`src/hdl/ttwc_pkg.sv`:
```
// shared constants and types for the trajectory time window clipper
`timescale 1ns / 1ps

package ttwc_pkg;

    localparam int TIME_BITS    = 32;
    localparam int COORD_BITS   = 32;
    localparam int INDEX_BITS   = 16;
    localparam int CFG_IDX_BITS = 1;

    // magnitude of a coordinate difference and the quotient need one extra bit
    localparam int QUOT_BITS = COORD_BITS + 1;
    localparam int PROD_BITS = QUOT_BITS + TIME_BITS;

    localparam logic [CFG_IDX_BITS-1:0] CFG_WINDOW_BEGIN = 1'b0;
    localparam logic [CFG_IDX_BITS-1:0] CFG_WINDOW_END   = 1'b1;

    typedef struct packed {
        logic                         start;
        logic signed [COORD_BITS-1:0] p0;
        logic signed [COORD_BITS-1:0] p1;
        logic        [TIME_BITS-1:0]  off;
        logic        [TIME_BITS-1:0]  len;
    } md_req_t;

    typedef struct packed {
        logic                         done;
        logic signed [COORD_BITS-1:0] value;
    } md_rsp_t;

endpackage

```
`src/hdl/ttwc_muldiv.sv`:
```
// shared interpolation unit: p0 + trunc((p1 - p0) * off / len), split multiply and bit-serial divide
`timescale 1ns / 1ps

module ttwc_muldiv
    import ttwc_pkg::*;
(
    input  logic    clk,
    input  logic    rst_n,
    input  md_req_t req,
    output md_rsp_t rsp
);

    localparam int OFF_LO_BITS = TIME_BITS / 2;
    localparam int OFF_HI_BITS = TIME_BITS - OFF_LO_BITS;
    localparam int CNT_BITS    = $clog2(QUOT_BITS);

    typedef enum logic [2:0] {
        S_IDLE,
        S_MLO,
        S_MHI,
        S_ADD,
        S_DIV,
        S_FIN
    } state_t;

    state_t                          state_reg;
    logic                            neg_reg;
    logic [QUOT_BITS-1:0]            mag_reg;
    logic signed [COORD_BITS-1:0]    p0_reg;
    logic [TIME_BITS-1:0]            off_reg;
    logic [TIME_BITS-1:0]            len_reg;
    logic [PROD_BITS-1:0]            prod_reg;
    logic [QUOT_BITS+OFF_HI_BITS-1:0] pp_reg;
    logic [TIME_BITS-1:0]            rem_reg;
    logic [QUOT_BITS-1:0]            dvd_reg;
    logic [CNT_BITS-1:0]             cnt_reg;
    logic                            done_reg;
    logic signed [COORD_BITS-1:0]    value_reg;

    logic [QUOT_BITS-1:0]             diff;
    logic [QUOT_BITS-1:0]             mag_in;
    logic [QUOT_BITS+OFF_LO_BITS-1:0] lo_prod;
    logic [QUOT_BITS+OFF_HI_BITS-1:0] hi_prod;
    logic [PROD_BITS-1:0]             prod_sum;
    logic [TIME_BITS:0]               trial;
    logic [TIME_BITS:0]               trial_sub;
    logic                             trial_ge;
    logic [QUOT_BITS-1:0]             p0_ext;
    logic [QUOT_BITS-1:0]             interp;

    assign diff    = {req.p1[COORD_BITS-1], req.p1} - {req.p0[COORD_BITS-1], req.p0};
    assign mag_in  = diff[QUOT_BITS-1] ? (~diff + 1'b1) : diff;
    assign lo_prod = {{OFF_LO_BITS{1'b0}}, mag_reg}
                   * {{QUOT_BITS{1'b0}}, off_reg[OFF_LO_BITS-1:0]};
    assign hi_prod = {{OFF_HI_BITS{1'b0}}, mag_reg}
                   * {{QUOT_BITS{1'b0}}, off_reg[TIME_BITS-1:OFF_LO_BITS]};
    assign prod_sum = prod_reg + {pp_reg, {OFF_LO_BITS{1'b0}}};

    assign trial     = {rem_reg, dvd_reg[QUOT_BITS-1]};
    assign trial_ge  = trial >= {1'b0, len_reg};
    assign trial_sub = trial - {1'b0, len_reg};

    assign p0_ext = {p0_reg[COORD_BITS-1], p0_reg};
    assign interp = neg_reg ? (p0_ext - dvd_reg) : (p0_ext + dvd_reg);

    assign rsp.done  = done_reg;
    assign rsp.value = value_reg;

    always_ff @(posedge clk or negedge rst_n)
    begin
        if (!rst_n)
        begin
            state_reg <= S_IDLE;
            neg_reg   <= 1'b0;
            mag_reg   <= '0;
            p0_reg    <= '0;
            off_reg   <= '0;
            len_reg   <= '0;
            prod_reg  <= '0;
            pp_reg    <= '0;
            rem_reg   <= '0;
            dvd_reg   <= '0;
            cnt_reg   <= '0;
            done_reg  <= 1'b0;
            value_reg <= '0;
        end
        else
        begin
            done_reg <= 1'b0;
            unique case (state_reg)
                S_IDLE:
                begin
                    if (req.start)
                    begin
                        neg_reg   <= diff[QUOT_BITS-1];
                        mag_reg   <= mag_in;
                        p0_reg    <= req.p0;
                        off_reg   <= req.off;
                        len_reg   <= req.len;
                        state_reg <= S_MLO;
                    end
                end
                S_MLO:
                begin
                    prod_reg  <= {{OFF_HI_BITS{1'b0}}, lo_prod};
                    state_reg <= S_MHI;
                end
                S_MHI:
                begin
                    pp_reg    <= hi_prod;
                    state_reg <= S_ADD;
                end
                S_ADD:
                begin
                    // quotient fits the low bits, so the top bits start below len
                    rem_reg   <= prod_sum[PROD_BITS-1 -: TIME_BITS];
                    dvd_reg   <= prod_sum[QUOT_BITS-1:0];
                    cnt_reg   <= CNT_BITS'(QUOT_BITS - 1);
                    state_reg <= S_DIV;
                end
                S_DIV:
                begin
                    rem_reg <= trial_ge ? trial_sub[TIME_BITS-1:0] : trial[TIME_BITS-1:0];
                    dvd_reg <= {dvd_reg[QUOT_BITS-2:0], trial_ge};
                    cnt_reg <= cnt_reg - 1'b1;
                    if (cnt_reg == '0)
                    begin
                        state_reg <= S_FIN;
                    end
                end
                S_FIN:
                begin
                    value_reg <= interp[COORD_BITS-1:0];
                    done_reg  <= 1'b1;
                    state_reg <= S_IDLE;
                end
                default:
                begin
                    state_reg <= S_IDLE;
                end
            endcase
        end
    end

endmodule

```
`config.mk`:
```
export PLATFORM = sky130hd
export DESIGN_NAME = ttwc_muldiv
export DESIGN_NICKNAME = d
export VERILOG_FILES = /design/src/hdl/ttwc_pkg.sv /design/src/hdl/ttwc_muldiv.sv
export SDC_FILE = /design/constraint.sdc
export NUM_CORES = 2
export LEC_CHECK = 0
export BUFFER_PORTS_ARGS = -buffer_cell sky130_fd_sc_hd__clkbuf_2
export CAP_MARGIN = 20
export CORE_ASPECT_RATIO = 0.6
export CORE_UTILIZATION = 50
export DETAILED_ROUTE_END_ITERATION = 8
export GPL_TIMING_DRIVEN = 0
export PLACE_DENSITY_LB_ADDON = 0.3
export SLEW_MARGIN = 20
export SYNTH_ARGS = -nofsm -noshare
export SYNTH_HDL_FRONTEND = slang
export SYNTH_SLANG_ARGS = --single-unit
```
`constraint.sdc`:
```
create_clock -name clk -period 9.3 [get_ports clk]
set_input_delay 1.395 -clock clk [delete_from_list [all_inputs] [get_ports clk]]
set_output_delay 1.395 -clock clk [all_outputs]
set_load 0.05 [all_outputs]
```
==> metrics.md <==
| Metric | Value |
|---|---|
| Status | `finished, final reports clean` |
| Post-CTS sizing | `0` |
| Fin. Hold Viols | `0` |
| CTS Buffer Depth | `3` |
| Mapped Area | `53790 µm²` |
| Clock latency at the later pin of the worst-skew pair | `660 ps` |
| Worst setup SP type | `register` |
| Most common cell after layout, fill and taps aside | `nand2_1` |
| R2R Setup Slk | `80 ps` |
| WL final | `206100 µm` |
| Worst Setup SP | `off_reg[9]$_DFFE_PN0P_` |
| WP data required | `9760 ps` |
| GRT Overall Usage | `37.87%` |
| Synth Area per Inst | `8.600 µm²` |
| Achievable Freq | `108.4 MHz` |
| # clock sinks | `335` |
| Average wire per standard cell | `26.04 µm` |
| WP data arrival | `9680 ps` |
| Clock transition at path regs | `70 ps` |
| Post-DP Area | `56510 µm²` |
| Final instance area | `58010 µm²` |
| RR Endpoint | `prod_reg[42]$_DFFE_PN0P_` |
| Crit-path max cell delay | `880 ps` |
| Worst min path class | `register to register` |
| GPL Wtd Cong | `1.081` |
| Worst setup path end | `prod_reg[42]$_DFFE_PN0P_` |
| Critical-path top delay cell | `dfrtp_1` |
| Sequential share of the synthesized area | `15.58%` |
| Cell Rows | `92` |
| Area growth syn-to-layout | `7.829%` |
| Initial core utilization | `50.85%` |
| First-pass GRT wire length | `299900 µm` |
| Core ar. | `105800 µm²` |
| Number of synthesized flops with an enable pin | `0` |
| CTS Buf Count | `40` |
| Chip width | `425.5 µm` |
| Crit Reg-Reg Startpoint | `off_reg[9]$_DFFE_PN0P_` |
| NumNets Final | `7837` |
| Max-cap viol count | `0` |
| Clock tree from TritonCTS | `yes` |
| Final hold slack | `473.2 ps` |
| Syn Nets | `7628` |
| Layout fillers | `9817` |
| Syn. warnings | `0` |
| Period Utilization, post-route | `99.18%` |
| Top FF cell, synth | `dfrtp_1` |
| Clock skew | `60.26 ps` |
| Register bit total from synthesis | `335` |
| Share of cells above drive strength 1 | `4.819%` |
| Slew headroom | `15.10%` |
| H-tree depth | `2` |
| Most frequent cells in the layout | `nand2_1 (1096), inv_1 (1032), fa_1 (868), and2_1 (457), ha_1 (374)` |
| PortBufs | `163` |
| # DRC | `0` |
| FFs w/ async S/R, synth | `100.0%` |
| Die height | `256.1 µm` |
| CP most frequent cell | `fa_1` |
| Max Slew Vio Count | `0` |
| Worst-case reg-to-reg path depth | `24` |
| DR iter-0 viols | `5876` |
| Vias in the first global route | `44601` |
| Vias | `46838` |
| Drt via density | `5.919` |
| Post-CTS setup buffers | `0` |
| Final ANT Viol Nets | `0` |
| Period minus WS final | `9224 ps` |
| Crit. End Element | `register` |
| Drt pass-1 iters | `6` |
| Distinct cells, synth | `88` |
| Cts hold-fix bufs | `0` |
| GRT overflow | `0` |
| Worst Max-Slew Pin Slew | `1273 ps` |
| Initial antenna violation count | `21` |
| I/O pins | `164` |
| Kind of critical path | `register to register` |
| Unrepaired setup endpoints after global routing | `false` |
| Critical-path cell list | `clkbuf_1 > nand2_1 > fa_1 > inv_1 > fa_1 > fa_1 > fa_1 > fa_1 > inv_1 > fa_1 > inv_1 > ha_1 > a21o_1 > a21o_1 > a21o_1 > a21o_1 > a21oi_1 > o211a_1 > a21oi_1 > o221ai_1 > o21ai_0 > a21oi_1 > xor2_1 > o21ai_0` |
| # setup viols final | `0` |
| Clk root buf | `clkbuf_16` |
| Synthesized instance count | `6255` |
| Die Area | `108900 µm²` |
| Largest net degree at the start of global routing | `88` |
| DP HPWL | `172000 µm` |
| Worst Path Max Fanout | `10` |
cell type report:
cell class | count | area [µm²] | share of cell area, %
multi-input cells | 4567 | 40340 | 69.55
plain buffers | 317 | 1230 | 2.120
repair buffers | 169 | 950.9 | 1.639
diodes | 8 | 20.02 | 0.03451
inverters | 1034 | 3881 | 6.691
clock buffers | 48 | 1081 | 1.864
flip-flops and latches | 335 | 8383 | 14.45
well taps | 1410 | 1764 | 3.041
clock inverters | 25 | 350.3 | 0.6040
stage by stage:
| step | util, % | setup TNS, ps | setup slack, ps | std cells |
|---|---|---|---|---|
| 6_report | 54.83 | 0 | 76.43 | 7913 |
| 5_1_grt | 54.81 | 0 | 14.77 | 7905 |
| 2_1_floorplan | - | 0 | 2586 | 6255 |
| 3_3_place_gp | 53.29 | -366830 | -1155 | 7828 |
| 4_1_cts | 54.77 | 0 | 30.99 | 7906 |
| 3_5_place_dp | 53.42 | 0 | 97.64 | 7833 |
worst min-delay path by stage:
stage | from | endpoint | slack (ps) | cells past startpoint
floorplan | prod_reg[0]$_DFFE_PN0P_ | prod_reg[0]$_DFFE_PN0P_ | 440 | 2
global placement | cnt_reg[4]$_DFFE_PN0P_ | cnt_reg[4]$_DFFE_PN0P_ | 460 | 1
detailed placement | value_reg[1]$_DFFE_PN0P_ | value_reg[1]$_DFFE_PN0P_ | 460 | 2
CTS | value_reg[1]$_DFFE_PN0P_ | value_reg[1]$_DFFE_PN0P_ | 480 | 2
global route | value_reg[19]$_DFFE_PN0P_ | value_reg[19]$_DFFE_PN0P_ | 510 | 2
finish | value_reg[1]$_DFFE_PN0P_ | value_reg[1]$_DFFE_PN0P_ | 470 | 2
cell usage after synthesis (34+ instances only):
cell type  instances  area share (%)
a21o_1           102             1.4
a21oi_1          266             2.5
and2_1           457             5.3
clkbuf_1         315             2.2
dfrtp_1          335              16
fa_1             868              32
ha_1             374             8.7
inv_1           1032             7.2
nand2_1         1096             7.6
nand2b_1          34            0.40
nand3_1           50            0.47
nor2_1           188             1.3
nor2b_1           37            0.43
o21ai_0          328             3.1
xnor2_1          167             2.7
xor2_1           106             1.7
layer usage:
metal  track usage [%]  wire length [µm]  vias up
li1                  -                 -    19973
met1             57.93             89770    23564
met2             46.82             75160     3008
met3             19.22             36950      283
met4             6.755              4147       10
met5                 0                60        -
logic make-up (layout without fill, tap and decap cells):
| group | after synthesis | count (layout) | share of synthesized area [%] |
|---|---|---|---|
| buffers and inverters | 1353 | 1593 | 9.469 |
| other | 0 | 8 | 0 |
| AND/OR/NAND/NOR | 2028 | 2028 | 17.64 |
| flip-flops | 335 | 335 | 15.58 |
| AO/OA/AOI/OAI | 998 | 998 | 11.35 |
| adder cells (fa/ha/maj) | 1242 | 1242 | 41.00 |
| XOR/XNOR | 273 | 273 | 4.445 |
| multiplexers | 26 | 26 | 0.5047 |
worst max-delay path: cells and delay by family, from the launching register on:
family          cells  cell delay (ps)
fa+ha+maj           7             3410
flops               1              880
compound gates     11             2720
xor+xnor            1              830
simple gates        1              150
buf+inv             4             1000
Power is left out: the tool's default activity adds up to more than one toggle a clock period on the data nets, which glitch-free logic cannot reach.
